==> src/design/fmbssc_pkg.sv <==
// Shared types, widths and codes for the fan mode button soft start controller.
package fmbssc_pkg;

   // Full scale of the soft start ramp, the numerator constant of each ramp step.
   localparam int DUTY_FULL_SCALE = 1023;

   // Field widths.
   localparam int CNT_W      = 16;
   localparam int STEP_W     = 8;
   localparam int DUTY_W     = 10;
   localparam int MODE_W     = 3;
   localparam int CSR_IDX_W  = 3;
   localparam int CSR_DATA_W = 16;

   // Divider widths follow from the full scale value.
   localparam int FS_W   = $clog2(DUTY_FULL_SCALE + 1);
   localparam int PROD_W = STEP_W + FS_W;
   localparam int ITER_W = $clog2(FS_W);

   localparam logic [CNT_W-1:0]  CNT_MAX  = {CNT_W{1'b1}};
   localparam logic [DUTY_W-1:0] DUTY_MAX = {DUTY_W{1'b1}};

   // Mode codes.
   localparam logic [MODE_W-1:0] MODE_UNSET = 3'd0;
   localparam logic [MODE_W-1:0] MODE_RAMP  = 3'd1;
   localparam logic [MODE_W-1:0] MODE_P1    = 3'd2;
   localparam logic [MODE_W-1:0] MODE_P2    = 3'd3;
   localparam logic [MODE_W-1:0] MODE_P3    = 3'd4;
   localparam logic [MODE_W-1:0] MODE_P4    = 3'd5;

   // Configuration register indexes.
   localparam logic [CSR_IDX_W-1:0] CSR_DEBOUNCE_MS      = 3'd0;
   localparam logic [CSR_IDX_W-1:0] CSR_RAMP_INTERVAL_MS = 3'd1;
   localparam logic [CSR_IDX_W-1:0] CSR_RAMP_STEPS       = 3'd2;
   localparam logic [CSR_IDX_W-1:0] CSR_PRESET_DUTY_ONE  = 3'd3;
   localparam logic [CSR_IDX_W-1:0] CSR_PRESET_DUTY_TWO  = 3'd4;
   localparam logic [CSR_IDX_W-1:0] CSR_PRESET_DUTY_THREE = 3'd5;
   localparam logic [CSR_IDX_W-1:0] CSR_PRESET_DUTY_FOUR = 3'd6;

   typedef logic [CNT_W-1:0]  cnt_type;
   typedef logic [STEP_W-1:0] step_type;
   typedef logic [DUTY_W-1:0] duty_type;
   typedef logic [MODE_W-1:0] mode_type;

   // Current configuration register values.
   typedef struct packed {
      cnt_type  debounce_ms;
      cnt_type  ramp_interval_ms;
      step_type ramp_steps;
      duty_type preset_duty_one;
      duty_type preset_duty_two;
      duty_type preset_duty_three;
      duty_type preset_duty_four;
   } cfg_type;

   // Request to the ramp divider.
   typedef struct packed {
      logic     start;
      step_type step;
      step_type steps;
   } div_req_type;

   // Answer of the ramp divider.
   typedef struct packed {
      logic              done;
      logic [FS_W-1:0]   quotient;
   } div_rsp_type;

endpackage

==> src/design/fmbssc_req_if.sv <==
// Tick input channel: one sampled button level per transaction.
interface fmbssc_req_if;
   logic valid;
   logic ready;
   logic button_level;

   modport source (output valid, output button_level, input ready);
   modport sink   (input valid, input button_level, output ready);
endinterface

==> src/design/fmbssc_rsp_if.sv <==
// Result channel: duty, duty change flag and mode for each tick.
interface fmbssc_rsp_if;
   import fmbssc_pkg::*;

   logic     valid;
   logic     ready;
   duty_type duty;
   logic     duty_changed;
   mode_type mode;

   modport source (output valid, output duty, output duty_changed, output mode, input ready);
   modport sink   (input valid, input duty, input duty_changed, input mode, output ready);
endinterface

==> src/design/fmbssc_csr.sv <==
// Configuration registers with their reset values.
module fmbssc_csr (
   input  logic                                clock,
   input  logic                                reset,
   input  logic                                csr_we,
   input  logic [fmbssc_pkg::CSR_IDX_W-1:0]    csr_index,
   input  logic [fmbssc_pkg::CSR_DATA_W-1:0]   csr_wdata,
   output fmbssc_pkg::cfg_type                 cfg
);
   import fmbssc_pkg::*;

   cfg_type cfg_ff;
   cfg_type cfg_in;

   // Decode the register index; unknown indexes are ignored.
   always_comb begin
      cfg_in = cfg_ff;
      if (csr_we) begin
         unique case (csr_index)
            CSR_DEBOUNCE_MS:       cfg_in.debounce_ms       = csr_wdata;
            CSR_RAMP_INTERVAL_MS:  cfg_in.ramp_interval_ms  = csr_wdata;
            CSR_RAMP_STEPS:        cfg_in.ramp_steps        = csr_wdata[STEP_W-1:0];
            CSR_PRESET_DUTY_ONE:   cfg_in.preset_duty_one   = csr_wdata[DUTY_W-1:0];
            CSR_PRESET_DUTY_TWO:   cfg_in.preset_duty_two   = csr_wdata[DUTY_W-1:0];
            CSR_PRESET_DUTY_THREE: cfg_in.preset_duty_three = csr_wdata[DUTY_W-1:0];
            CSR_PRESET_DUTY_FOUR:  cfg_in.preset_duty_four  = csr_wdata[DUTY_W-1:0];
            default:               cfg_in = cfg_ff;
         endcase
      end
   end

   always_ff @(posedge clock) begin
      if (reset) begin
         cfg_ff.debounce_ms       <= 16'd500;
         cfg_ff.ramp_interval_ms  <= 16'd1000;
         cfg_ff.ramp_steps        <= 8'd60;
         cfg_ff.preset_duty_one   <= 10'd255;
         cfg_ff.preset_duty_two   <= 10'd511;
         cfg_ff.preset_duty_three <= 10'd767;
         cfg_ff.preset_duty_four  <= 10'd1023;
      end else begin
         cfg_ff <= cfg_in;
      end
   end

   assign cfg = cfg_ff;

endmodule

==> src/design/fmbssc_div.sv <==
// Serial restoring divider for the soft start duty, one quotient bit per cycle.
module fmbssc_div (
   input  logic                     clock,
   input  logic                     reset,
   input  fmbssc_pkg::div_req_type  div_req,
   output fmbssc_pkg::div_rsp_type  div_rsp
);
   import fmbssc_pkg::*;

   logic                busy_ff, busy_in;
   logic                done_ff, done_in;
   logic [ITER_W-1:0]   cnt_ff, cnt_in;
   logic [STEP_W-1:0]   rem_ff, rem_in;
   logic [FS_W-1:0]     quo_ff, quo_in;
   logic [STEP_W-1:0]   dvs_ff, dvs_in;

   logic [PROD_W-1:0]   prod;
   logic [STEP_W:0]     trial;
   logic [STEP_W:0]     diff;
   logic                fits;

   // The dividend is step times full scale. Since step is below the divisor,
   // its upper bits are already a valid partial remainder and only the low
   // FS_W bits need to be shifted through.
   assign prod  = PROD_W'(div_req.step) * PROD_W'(DUTY_FULL_SCALE);
   assign trial = {rem_ff, quo_ff[FS_W-1]};
   assign diff  = trial - {1'b0, dvs_ff};
   assign fits  = (trial >= {1'b0, dvs_ff});

   // Load on start, then one trial subtraction per cycle.
   always_comb begin
      busy_in = busy_ff;
      done_in = 1'b0;
      cnt_in  = cnt_ff;
      rem_in  = rem_ff;
      quo_in  = quo_ff;
      dvs_in  = dvs_ff;
      if (div_req.start) begin
         busy_in = 1'b1;
         cnt_in  = ITER_W'(FS_W - 1);
         rem_in  = prod[PROD_W-1:FS_W];
         quo_in  = prod[FS_W-1:0];
         dvs_in  = div_req.steps;
      end else if (busy_ff) begin
         rem_in = fits ? diff[STEP_W-1:0] : trial[STEP_W-1:0];
         quo_in = {quo_ff[FS_W-2:0], fits};
         cnt_in = cnt_ff - 1'b1;
         if (cnt_ff == '0) begin
            busy_in = 1'b0;
            done_in = 1'b1;
         end
      end
   end

   always_ff @(posedge clock) begin
      if (reset) begin
         busy_ff <= 1'b0;
         done_ff <= 1'b0;
      end else begin
         busy_ff <= busy_in;
         done_ff <= done_in;
      end
      cnt_ff <= cnt_in;
      rem_ff <= rem_in;
      quo_ff <= quo_in;
      dvs_ff <= dvs_in;
   end

   assign div_rsp.done     = done_ff;
   assign div_rsp.quotient = quo_ff;

`ifndef NO_ASSERTIONS
   // A new division is never started while one is still running.
   assert property (@(posedge clock) disable iff (reset) div_req.start |-> !busy_ff)
      else $error("divider started while busy");
   // Completion is a single cycle pulse.
   assert property (@(posedge clock) disable iff (reset) done_ff |=> !done_ff)
      else $error("divider done held longer than one cycle");
   // The divider is idle once it reports completion.
   assert property (@(posedge clock) disable iff (reset) done_ff |-> !busy_ff)
      else $error("divider still busy after completion");
`endif

endmodule

==> src/design/fan_mode_button_soft_start_controller_core.sv <==
// Top level of the fan mode button soft start controller.
//
// Usage:
// - req_chan carries one transaction per millisecond tick with the sampled
//   button level (0 pressed, 1 released); valid/ready handshake.
// - rsp_chan returns exactly one transaction per tick: duty count, a flag
//   that the duty was written on that tick, and the mode code.
// - csr_we/csr_index/csr_wdata write the configuration registers; write them
//   only while no tick is in flight.
// Sequencing:
// - A tick without a ramp step goes from the idle state to the publish state,
//   which copies it into the result register once that is free. A tick that
//   takes a ramp step first runs the serial divider, which computes FS_W quotient
//   bits and pulses done. The next tick is accepted once the sequencer is idle.
// - req_chan.ready is high only between ticks; a result waiting in the
//   output register does not block acceptance of the next tick.
// Reset: synchronous, active high. Mode returns to unset, the button is taken
// as released, counters and duty clear and registers get their defaults.
// Stall: while rsp_chan.ready is low the result register holds; a following
// tick is finished internally and waits until the register is free.
module fan_mode_button_soft_start_controller_core (
   input  logic                                clock,
   input  logic                                reset,
   fmbssc_req_if.sink                          req_chan,
   fmbssc_rsp_if.source                        rsp_chan,
   input  logic                                csr_we,
   input  logic [fmbssc_pkg::CSR_IDX_W-1:0]    csr_index,
   input  logic [fmbssc_pkg::CSR_DATA_W-1:0]   csr_wdata
);
   import fmbssc_pkg::*;

   typedef enum logic [1:0] {S_IDLE, S_DIV, S_OUT} state_type;

   cfg_type     cfg;
   div_req_type div_req;
   div_rsp_type div_rsp;

   state_type   state_ff, state_in;
   mode_type    mode_ff, mode_in;
   logic        acc_ff, acc_in;
   cnt_type     deb_ff, deb_in;
   cnt_type     ramp_ff, ramp_in;
   step_type    step_ff, step_in;
   duty_type    duty_ff, duty_in;
   logic        changed_ff, changed_in;

   logic        rsp_valid_ff, rsp_valid_in;
   duty_type    rsp_duty_ff, rsp_duty_in;
   logic        rsp_changed_ff, rsp_changed_in;
   mode_type    rsp_mode_ff, rsp_mode_in;

   cnt_type     deb_inc, ramp_inc;
   step_type    step_inc;
   logic        t_acc, t_changed, t_div;
   mode_type    t_mode;
   duty_type    t_duty;
   cnt_type     t_deb, t_ramp;
   step_type    t_step;
   duty_type    div_duty;

   fmbssc_csr u_csr (
      .clock     (clock),
      .reset     (reset),
      .csr_we    (csr_we),
      .csr_index (csr_index),
      .csr_wdata (csr_wdata),
      .cfg       (cfg)
   );

   fmbssc_div u_div (
      .clock   (clock),
      .reset   (reset),
      .div_req (div_req),
      .div_rsp (div_rsp)
   );

   // Saturating elapsed counters and the next ramp step.
   assign deb_inc  = (deb_ff == CNT_MAX) ? deb_ff : deb_ff + 1'b1;
   assign ramp_inc = (ramp_ff == CNT_MAX) ? ramp_ff : ramp_ff + 1'b1;
   assign step_inc = step_ff + 1'b1;

   // Quotient clipped to the duty range.
   assign div_duty = (div_rsp.quotient > FS_W'(DUTY_MAX)) ? DUTY_MAX
                                                           : DUTY_W'(div_rsp.quotient);

   // One tick: debounce and mode advance, then the ramp decision.
   always_comb begin
      t_acc     = acc_ff;
      t_deb     = deb_inc;
      t_ramp    = ramp_inc;
      t_mode    = mode_ff;
      t_duty    = duty_ff;
      t_step    = step_ff;
      t_changed = 1'b0;
      t_div     = 1'b0;
      if (req_chan.button_level != acc_ff && deb_inc >= cfg.debounce_ms) begin
         t_acc = req_chan.button_level;
         t_deb = '0;
         if (!req_chan.button_level) begin
            case (mode_ff) inside
               MODE_UNSET: t_mode = MODE_RAMP;
               MODE_RAMP, MODE_P4: begin
                  t_mode    = MODE_P1;
                  t_duty    = cfg.preset_duty_one;
                  t_changed = 1'b1;
               end
               MODE_P1: begin
                  t_mode    = MODE_P2;
                  t_duty    = cfg.preset_duty_two;
                  t_changed = 1'b1;
               end
               MODE_P2: begin
                  t_mode    = MODE_P3;
                  t_duty    = cfg.preset_duty_three;
                  t_changed = 1'b1;
               end
               MODE_P3: begin
                  t_mode    = MODE_P4;
                  t_duty    = cfg.preset_duty_four;
                  t_changed = 1'b1;
               end
               default: t_mode = mode_ff;
            endcase
         end
      end
      if (t_mode == MODE_RAMP && ramp_inc >= cfg.ramp_interval_ms) begin
         t_ramp = '0;
         t_step = step_inc;
         if (step_inc >= cfg.ramp_steps) begin
            t_mode    = MODE_P4;
            t_duty    = cfg.preset_duty_four;
            t_changed = 1'b1;
         end else begin
            t_div = 1'b1;
         end
      end
   end

   // Sequencer: accept a tick, run the divider if needed, then publish.
   always_comb begin
      state_in       = state_ff;
      mode_in        = mode_ff;
      acc_in         = acc_ff;
      deb_in         = deb_ff;
      ramp_in        = ramp_ff;
      step_in        = step_ff;
      duty_in        = duty_ff;
      changed_in     = changed_ff;
      rsp_valid_in   = rsp_valid_ff && !rsp_chan.ready;
      rsp_duty_in    = rsp_duty_ff;
      rsp_changed_in = rsp_changed_ff;
      rsp_mode_in    = rsp_mode_ff;
      div_req.start  = 1'b0;
      div_req.step   = t_step;
      div_req.steps  = cfg.ramp_steps;
      unique case (state_ff)
         S_IDLE: begin
            if (req_chan.valid) begin
               mode_in       = t_mode;
               acc_in        = t_acc;
               deb_in        = t_deb;
               ramp_in       = t_ramp;
               step_in       = t_step;
               duty_in       = t_duty;
               changed_in    = t_changed || t_div;
               div_req.start = t_div;
               state_in      = t_div ? S_DIV : S_OUT;
            end
         end
         S_DIV: begin
            if (div_rsp.done) begin
               duty_in  = div_duty;
               state_in = S_OUT;
            end
         end
         S_OUT: begin
            if (!rsp_valid_ff || rsp_chan.ready) begin
               rsp_valid_in   = 1'b1;
               rsp_duty_in    = duty_ff;
               rsp_changed_in = changed_ff;
               rsp_mode_in    = mode_ff;
               state_in       = S_IDLE;
            end
         end
         default: state_in = S_IDLE;
      endcase
   end

   always_ff @(posedge clock) begin
      if (reset) begin
         state_ff     <= S_IDLE;
         mode_ff      <= MODE_UNSET;
         acc_ff       <= 1'b1;
         deb_ff       <= '0;
         ramp_ff      <= '0;
         step_ff      <= '0;
         duty_ff      <= '0;
         changed_ff   <= 1'b0;
         rsp_valid_ff <= 1'b0;
      end else begin
         state_ff     <= state_in;
         mode_ff      <= mode_in;
         acc_ff       <= acc_in;
         deb_ff       <= deb_in;
         ramp_ff      <= ramp_in;
         step_ff      <= step_in;
         duty_ff      <= duty_in;
         changed_ff   <= changed_in;
         rsp_valid_ff <= rsp_valid_in;
      end
      rsp_duty_ff    <= rsp_duty_in;
      rsp_changed_ff <= rsp_changed_in;
      rsp_mode_ff    <= rsp_mode_in;
   end

   assign req_chan.ready        = (state_ff == S_IDLE);
   assign rsp_chan.valid        = rsp_valid_ff;
   assign rsp_chan.duty         = rsp_duty_ff;
   assign rsp_chan.duty_changed = rsp_changed_ff;
   assign rsp_chan.mode         = rsp_mode_ff;

`ifndef NO_ASSERTIONS
   // The divider only finishes while the sequencer waits for it.
   assert property (@(posedge clock) disable iff (reset) div_rsp.done |-> state_ff == S_DIV)
      else $error("divider finished outside the divide state");
   // An accepted transaction always leaves the idle state on the next cycle.
   assert property (@(posedge clock) disable iff (reset)
      (req_chan.valid && req_chan.ready) |=> state_ff != S_IDLE)
      else $error("sequencer stayed idle after accepting a tick");
   // A duty write never comes with the unset mode.
   assert property (@(posedge clock) disable iff (reset)
      (rsp_chan.valid && rsp_chan.duty_changed) |-> rsp_chan.mode != MODE_UNSET)
      else $error("duty written while mode is unset");
`endif

endmodule
==> src/flat_wrapper.sv <==
// flat-port wrapper written by rule: the top's interface ports become plain ports
module fan_mode_button_soft_start_controller_core_flat import fmbssc_pkg::*;
  (clock, reset, csr_we, csr_index, csr_wdata, req_chan_valid, req_chan_button_level, req_chan_ready, rsp_chan_valid, rsp_chan_duty, rsp_chan_duty_changed, rsp_chan_mode, rsp_chan_ready);
  fmbssc_req_if req_chan_i ();
  fmbssc_rsp_if rsp_chan_i ();
  input  logic clock;
  input  logic reset;
  input  logic csr_we;
  input  logic [fmbssc_pkg::CSR_IDX_W-1:0] csr_index;
  input  logic [fmbssc_pkg::CSR_DATA_W-1:0] csr_wdata;
  input wire logic [$bits(req_chan_i.valid)-1:0] req_chan_valid;
  input wire logic [$bits(req_chan_i.button_level)-1:0] req_chan_button_level;
  output wire logic [$bits(req_chan_i.ready)-1:0] req_chan_ready;
  output wire logic [$bits(rsp_chan_i.valid)-1:0] rsp_chan_valid;
  output wire logic [$bits(rsp_chan_i.duty)-1:0] rsp_chan_duty;
  output wire logic [$bits(rsp_chan_i.duty_changed)-1:0] rsp_chan_duty_changed;
  output wire logic [$bits(rsp_chan_i.mode)-1:0] rsp_chan_mode;
  input wire logic [$bits(rsp_chan_i.ready)-1:0] rsp_chan_ready;
  assign req_chan_i.valid = req_chan_valid;
  assign req_chan_i.button_level = req_chan_button_level;
  assign req_chan_ready = req_chan_i.ready;
  assign rsp_chan_valid = rsp_chan_i.valid;
  assign rsp_chan_duty = rsp_chan_i.duty;
  assign rsp_chan_duty_changed = rsp_chan_i.duty_changed;
  assign rsp_chan_mode = rsp_chan_i.mode;
  assign rsp_chan_i.ready = rsp_chan_ready;
  fan_mode_button_soft_start_controller_core u_core (.clock(clock), .reset(reset), .req_chan(req_chan_i), .rsp_chan(rsp_chan_i), .csr_we(csr_we), .csr_index(csr_index), .csr_wdata(csr_wdata));
endmodule
==> config.mk <==
export PLATFORM = sky130hd
export DESIGN_NAME = fan_mode_button_soft_start_controller_core_flat
export DESIGN_NICKNAME = d
export VERILOG_FILES = /design/src/design/fmbssc_pkg.sv /design/src/design/fmbssc_req_if.sv /design/src/design/fmbssc_rsp_if.sv /design/src/design/fmbssc_csr.sv /design/src/design/fmbssc_div.sv /design/src/design/fan_mode_button_soft_start_controller_core.sv /design/src/flat_wrapper.sv
export SDC_FILE = /design/constraint.sdc
export NUM_CORES = 1
export LEC_CHECK = 0
export BUFFER_PORTS_ARGS = -buffer_cell sky130_fd_sc_hd__buf_2
export CORE_MARGIN = 2
export CORE_UTILIZATION = 45
export DETAILED_ROUTE_END_ITERATION = 10
export RECOVER_POWER = 25
export SLEW_MARGIN = 25
export SYNTH_ARGS = -nofsm -noshare
export SYNTH_HDL_FRONTEND = slang
export SYNTH_HIERARCHICAL = 1
export SYNTH_SLANG_ARGS = --single-unit
==> constraint.sdc <==
create_clock -name clock -period 8.8 [get_ports clock]
set_clock_uncertainty 0.2 [all_clocks]
set_input_delay 1.76 -clock clock [delete_from_list [all_inputs] [get_ports clock]]
set_output_delay 1.76 -clock clock [all_outputs]
set_load 0.03 [all_outputs]
* Yosys cells after proc, flatten, opt, wreduce, memory -nomap -nowiden *
Index checks and enable logic that the tools add are counted.

word-level totals
  output and inout port bits = 16
  input port bits = 25
  flip-flop bits (word level) = 184
  word-level logic and storage cells = 140

operators by class
  reductions and logical operators = 27
  magnitude comparators = 5
  multiply operators = 1
  equality and inequality tests = 20
  multiplexer cells = 56
  $add $sub $neg = 5
  bitwise gates (word level) = 1

operators with widths
  kind                                                                    number
  10-bit two-way mux                                                      14
  16-bit two-way mux                                                      4
  16-bit by 1-bit adder with 16-bit output (second input constant)        2
  16-bit equality test (second input constant)                            2
  16-bit greater-or-equal comparator                                      2
  8-bit two-way mux                                                       4
  3-bit two-way mux                                                       9
  10-bit case mux with 2 select lines                                     1
  1-bit two-way mux                                                       19
  8-bit by 10-bit multiplier with 18-bit output (second input constant)   1
  2-bit AND reduction                                                     9
  3-bit equality test (second input constant)                             5
  3-bit by 2-bit equality test with 1-bit output (second input constant)  4
  10-bit greater-than comparator (second input constant)                  1
  3-bit by 1-bit equality test with 1-bit output (second input constant)  3
  9-bit by 8-bit greater-or-equal comparator with 1-bit output            1
  3-bit AND reduction                                                     3
  8-bit by 1-bit adder with 8-bit output (second input constant)          1
  8-bit greater-or-equal comparator                                       1
  2-bit two-way mux                                                       4
  8-bit subtractor                                                        1
  3-bit zero test                                                         2
  2-bit case mux with 3 select lines                                      1
  4-bit zero test                                                         1
  14 further kinds                                                        20

* Logic depth before layout (Yosys ltp) *
Gate-level depths: netlist of run 1.

  word-level depth = 14
  depth in mapped cells = 33
  gate-level depth less buffers = 30

* Modules after synthesis *
Netlist of run 1, hierarchy kept.

modules (own cells, without submodules)
  module                                      seq. area each (um2)  area each (um2)  cells an instance  instances
  fan_mode_button_soft_start_controller_core  1581.5                5293.8           654                1
  fmbssc_div                                  900.9                 3453.3           344                1
  fmbssc_csr                                  1601.5                3158.0           301                1

* Worst setup path after synthesis of run 1 *
Ideal clock, no wire load.

  path type = register -> register
  from = register u_core.ramp_ff[0]
  to = register u_core.u_div.rem_ff[2], data pin
  setup slack = 0.489 ns
  path buffers = 2
  cell stages (with the launch flop) = 31
  clock period less this slack = 8.311 ns
  required time = 8.332 ns
  data arrival time = 7.842 ns
  library setup time = 0.268 ns
  path through = dfxtp_1 > ha_1 > and3_1 > nand3_1 > or4_1 > clkbuf_1 > nand2_1 > nor2_1 > xor2_1 > ha_1 > nand2_1 > o21a_1 > a2111oi_0 > a21oi_1 > nor4_1 > buf_4 > nand2_1 > xnor2_1 > fa_1 > inv_1 > fa_1 > fa_1 > fa_1 > inv_1 > ha_1 > or3_1 > a211o_1 > o21ai_0 > o21ai_0 > xnor2_1 > mux2i_1

RTL lines
  element                 RTL line                                           text
  start, declared         fan_mode_button_soft_start_controller_core.sv:42   cnt_type ramp_ff, ramp_in;
  start signal, assigned  fan_mode_button_soft_start_controller_core.sv:205  ramp_ff <= ramp_in;
  end signal, assigned    fmbssc_div.sv:64                                   rem_ff <= rem_in;
  end, declared           fmbssc_div.sv:13                                   logic [STEP_W-1:0] rem_ff, rem_in;

==> results of run 1 <==
state kept, by name, summed over array words and instances, names as in the netlist, 8 cells and up:
register / cells
u_core/u_csr/cfg: 80
u_core/deb_ff: 16
u_core/ramp_ff: 16
u_core/duty_ff: 10
u_core/rsp_chan.duty: 10
u_core/u_div/quo_ff: 10
u_core/step_ff: 8
u_core/u_div/dvs_ff: 8
u_core/u_div/rem_ff: 8
cell families after synthesis:
logic type | after synthesis | synth area share, %
flops | 184 | 34.30
compound gates | 243 | 14.01
xor+xnor | 56 | 4.120
buf+inv | 187 | 6.379
mux | 116 | 9.900
simple gates | 395 | 17.33
fa+ha+maj | 118 | 13.96
power by group:
group	internal (µW)	total (µW)	leakage (µW)	switching, µW
clock	376	743	0.000281	367
combinational	37.0	110	0.00395	72.7
sequential	872	882	0.00154	9.85
final cells by class:
cell class / count / area, µm²
clock buffer: 18 / 429.2
clock inverter: 14 / 131.4
fill: 2472 / 12930
inverter: 124 / 465.4
multi-input combinational: 928 / 7167
sequential: 184 / 4085
tap: 335 / 419.2
timing repair buffer: 64 / 360.3
cell usage after synthesis, types with 6 or more instances:
cell type,n,area [µm²]
a311oi_1,6,52.55
nand2b_1,51,319.1
o221ai_1,15,131.4
nand2_1,83,311.6
dfxtp_1,144,2883
nor2_1,105,394.1
or3_1,8,50.05
nor2b_1,9,56.30
fa_1,25,500.5
ha_1,92,1151
mux2i_1,102,1021
edfxtp_1,40,1201
buf_1,7,26.28
nor3b_1,11,82.58
nor3_1,9,45.04
xnor2_1,39,341.6
and2_1,8,50.05
o21a_1,15,112.6
o22a_1,10,87.58
a21oi_1,56,280.3
o21ai_0,41,205.2
a21o_1,8,60.06
a211oi_1,9,67.56
nand3_1,44,220.2
inv_1,123,461.7
and3_1,14,87.58
a22o_1,7,61.31
buf_2,7,35.03
nand4_1,13,81.33
mux2_2,14,157.7
xor2_1,17,148.9
or4_1,7,52.55
a31oi_1,23,143.9
o211ai_1,12,90.09
o31ai_1,7,52.55
clkbuf_1,41,153.9
critical path: cells and delay by family (launching register included):
family,cells,cell delay [ps]
flip-flops,1,450
AND/OR/NAND/NOR,9,2300
AO/OA/AOI/OAI,6,1350
XOR/XNOR,3,450
multiplexers,1,100
buffers and inverters,5,510
adder cells (fa/ha/maj),6,2700
metrics by stage:
stage	area [µm²]	setup slack, ps	instances	total power [µW]
floorplan	11910	489.5	1299	973.6
global route	13060	4.397	1667	1793
global placement	12430	348.0	1634	1008
CTS	12990	123.1	1666	1750
finish	13060	442.7	1667	1734
detailed placement	12430	199.6	1634	1009
worst max path at each step:
stage | start | end | slack (ps)
global route | u_core/ramp_ff[0] | u_core/u_div/rem_ff[2] | 4
detailed placement | u_core/deb_ff[0] | u_core/u_div/rem_ff[7] | 200
global placement | u_core/deb_ff[0] | u_core/u_div/rem_ff[2] | 350
floorplan | u_core/ramp_ff[0] | u_core/u_div/rem_ff[2] | 490
finish | u_core/ramp_ff[6] | u_core/u_div/rem_ff[2] | 440
CTS | u_core/deb_ff[0] | u_core/u_div/rem_ff[7] | 120
metal layers:
layer | wire length, µm | part of all wire (%) | vias to the layer above
met1 | 14430 | 50 | 4317
met5 | 0 | 0 | -
met2 | 12940 | 45 | 166
li1 | - | - | 4639
met4 | 352 | 1.2 | 0
met3 | 925 | 3.2 | 23
timing repair:
action / CTS / global route
setup buffers: 0 / 1
resized for setup: 0 / 16
endpoints found under the setup margin: 0 / 10
==> results.toml, run 1 <==
[status]
status = "finished with violations"
violations = "max-capacitance violations, max-slew violations"

[layout]
post-route-util_pct = 50.25
drive_above_1_share_pct = 9.760
nets = 1461
area_growth_pct = 9.679
layout_common_cells = "143 x dfxtp_1, 123 x inv_1, 102 x nor2_1, 102 x mux2i_1, 91 x ha_1"
final_common_cell = "dfxtp_1"
antennaDiodeCount = 0

[power_and_ir_drop]
power_density_mw_per_mm2 = 132.8
p_leak_uw = 0.005770
vdd.ir_drop.worst_v = 0.0001310

[grt]
met3_usage_pct = 2.662
overflow = 0
use_met1_pct = 29.87
grt_max_degree = 58
track_usage_pct = 20.66
met2_usage_pct = 32.75
grt.busiest_layer = "met2"
grt_pass1_vias = 8818
grt_pass1_wl_mm = 46.43
antenna_found_initial = 0

[timing]
finalSetupViolations = 0
tightest_slew_ps = 2184
hold_ws_ps = 272.9
finalMaxSlewViolations = 99
final-hold-violation-count = 0
max_clock_freq_ghz = 0.1197
tns_ps = 0
final.min_clock_period_ps = 8357
rsz0062_at_grt = "false"
fin_crit_sh_pct = 94.97
max-slew-margin-rel_pct = -45.62

[place]
place_hpwl_mm = 21.19
gp_congestion = 0.8401
portBuffers = 40

[min_path]
min_to = "u_core/u_div/dvs_ff[3]"
min_path_cells = 0
hp-start = "u_core/u_csr/cfg[43]"
hold_path.class = "flip-flop to flip-flop"

[worst_setup_path]
start_kind = "flip-flop"
cpMaxStageDelayCell = "or4_4"
critical_path_class = "flip-flop to flip-flop"
critPathMaxFanout = 10
cp.arrival_ps = 8320
r2r-end = "u_core/u_div/rem_ff[2]"
worstReg2RegStart = "u_core/ramp_ff[6]"
critPathCaptureType = "flip-flop"
slowest_delay_ps = 600
r2r_setup_slack_ps = 440
worstPathRequired_ps = 8760
rr_worst_depth = 30

[die]
initial_core_util_pct = 45.82
die_area_mm2 = 0.02777
die_y_um = 166.7
fp.dieW_um = 166.7
core-area_mm2 = 0.02598
io_pins = 41
rows = 59

[cts]
clk_pin_slew_ps = 80
numCtsBuffers = 17
htree_num_levels = 4
cts_hold_buf = 0
cts_tree = "built"
clock-sinks = 184
cts-root-buf = "clkbuf_16"
clockBufferDepth = 2
insertion_delay_ps = 440

[yosys]
ys_warn_count = 6
syn_area_mm2 = 0.01191
ys_seq_area_share_pct = 34.30
synth-seq-cells = 184
synthCells = 1299
synth-edff-count = 40
ys_async_sr_fraction_pct = 0
syn-num-nets = 1441
synth.distinct_cells = 81
syn_avg_cell_area_um2 = 9.165
yosys_most_used_dff = "dfxtp_1"

[detailed_routing]
viasPerCell = 5.486
wirelength_mm = 28.64
detail-route-antenna-nets = 0
routedWlPerCell_um = 17.18
firstDrtPassIters = 5
drc = 0
drtIter0Drc = 472
route.vias.total = 9145

[job]
maxCapViolCount = 2
No activity file was read; power rests on OpenSTA's default activity.
==> run 2: changes to the inputs <==
CORE_UTILIZATION = 31   (was 45)
SLEW_MARGIN = not set   (was 25)
==> results.toml, run 2 (same netlist as run 1, synthesis figures left out) <==
[timing]
finalMaxSlewViolations = 155
rsz0062_at_grt = "false"
fin_crit_sh_pct = 93.96
final.min_clock_period_ps = 8269
max_clock_freq_ghz = 0.1209
hold_ws_ps = 251.3
tns_ps = 0
final-hold-violation-count = 0
finalSetupViolations = 0
max-slew-margin-rel_pct = -119.3
tightest_slew_ps = 3290

[cts]
clockBufferDepth = 2
cts_tree = "built"
insertion_delay_ps = 440
htree_num_levels = 4
cts-root-buf = "clkbuf_16"
clock-sinks = 184
numCtsBuffers = 17
clk_pin_slew_ps = 70

[worst_setup_path]
r2r_setup_slack_ps = 530
slowest_delay_ps = 580
cp_common_cell = "fa_1"
rr_worst_depth = 31
worstReg2RegStart = "u_core/ramp_ff[0]"
critical_path_class = "flip-flop to flip-flop"
critPathCaptureType = "flip-flop"
crit_end = "u_core/u_div/rem_ff[7]"
start_kind = "flip-flop"
crit_start = "u_core/ramp_ff[0]"
cpMaxStageDelayCell = "or4_4"
r2r-end = "u_core/u_div/rem_ff[7]"
critPathMaxFanout = 10
worstPathRequired_ps = 8770
cp.arrival_ps = 8240

[grt]
antenna_found_initial = 1
track_usage_pct = 14.93
grt_pass1_vias = 8802
overflow = 0
grt_max_degree = 90
grt_pass1_wl_mm = 46.56

[power_and_ir_drop]
p_leak_uw = 0.005786
clockPowerShare_pct = 43.0
power_density_mw_per_mm2 = 131.0
pwr-share-comb_pct = 6.3
power.switching_uw = 421.7
internal_power_uw = 1316
pwr-share-seq_pct = 50.7
power_uw = 1738
vdd.ir_drop.worst_v = 0.0001311
swShare_pct = 24.26

[detailed_routing]
wirelength_mm = 29.15
viasPerCell = 4.969
route.vias.total = 9173
firstDrtPassIters = 8
detail-route-antenna-nets = 0
drtIter0Drc = 447
routedWlPerCell_um = 15.79
drc = 0

[place]
dpl_cell_area_mm2 = 0.01267
gp_congestion = 0.8432
place_hpwl_mm = 21.97
portBuffers = 40

[status]
violations = "max-capacitance violations, max-slew violations"
status = "finished with violations"

[layout]
antennaDiodeCount = 0
drive_above_1_share_pct = 9.363
largest_reg_flops = 80
fillers = 3826
area_growth_pct = 11.48
final_area_mm2 = 0.01327
layout_common_cells = "144 x dfxtp_1, 122 x inv_1, 104 x nor2_1"
nets = 1464
final_common_cell = "dfxtp_1"

[die]
fp.dieW_um = 200.0
rows = 71
core-area_mm2 = 0.03776
die_area_mm2 = 0.03999
die_y_um = 200.0
initial_core_util_pct = 31.53
io_pins = 41

[min_path]
min_path_cells = 0
hold_path.class = "flip-flop to flip-flop"

[job]
maxCapViolCount = 2
-- run 2: cell count changes in the layout (fill, tap and decap cells not counted), sizes merged --
cell      change
inv           -6
clkinvlp      +2
clkinv        +3
buf           -3
clkbuf        +6
bufinv        +1
-- run 2: area by class of cell --
cell class                 count  area, µm²  share of cell area (%)
clock buffer                  18      450.4                   3.394
clock inverter                14      120.1                  0.9051
inverter                     124      465.4                   3.507
multi-input combinational    928       7137                   53.78
sequential                   184       4084                   30.77
tap                          511      639.4                   4.818
timing repair buffer          67      375.4                   2.828
-- run 2: worst min-delay path by stage --
stage / from / to / slack, ps
floorplan: u_core/changed_ff / u_core/rsp_chan.duty_changed / 200
global placement: u_core/changed_ff / u_core/rsp_chan.duty_changed / 230
detailed placement: u_core/changed_ff / u_core/rsp_chan.duty_changed / 230
CTS: u_core/changed_ff / u_core/rsp_chan.duty_changed / 250
global route: u_core/changed_ff / u_core/rsp_chan.duty_changed / 260
finish: u_core/changed_ff / u_core/rsp_chan.duty_changed / 250
-- run 2: what timing repair did --
item                                    CTS  global route
hold buffers                              0             0
buffers inserted                          0             1
endpoints found under the setup margin    0             9
gates resized for setup                   0            13
-- run 2: critical path, delay by kind of cell, from the launching register on --
family,cells,cell delay [ps]
DFF,1,420
AOI/OAI and AO/OA,9,1860
adders and majority gates,7,2990
buffers and inverters,5,450
xor gates and xnor gates,2,270
and+or+nand+nor,8,1800
-- run 2: stage by stage --
step                utilization (%)  worst slack [ps]  std cells
floorplan                         -             489.5       1299
global placement              33.56             520.4       1813
detailed placement            33.56             328.1       1813
CTS                           35.08             272.4       1845
global route                  35.15             5.598       1846
finish                        35.15             531.4       1846
-- run 2: layer usage --
metal | vias up | global-route usage [%] | share of wire (%)
li1 | 4627 | - | -
met1 | 4374 | 19.76 | 47
met2 | 135 | 24.69 | 47
met3 | 35 | 2.806 | 3.8
met4 | 2 | 4.582 | 1.7
met5 | - | 0 | 0.048
-- run 2: power by group through the flow --
stage               Clock (µW)  Sequential (µW)  Combinational, µW
CTS                        765              882                110
finish                     747              882                109
floorplan                    0              903               70.2
global placement             0              900                108
global route               802              883                120
detailed placement           0              901                110
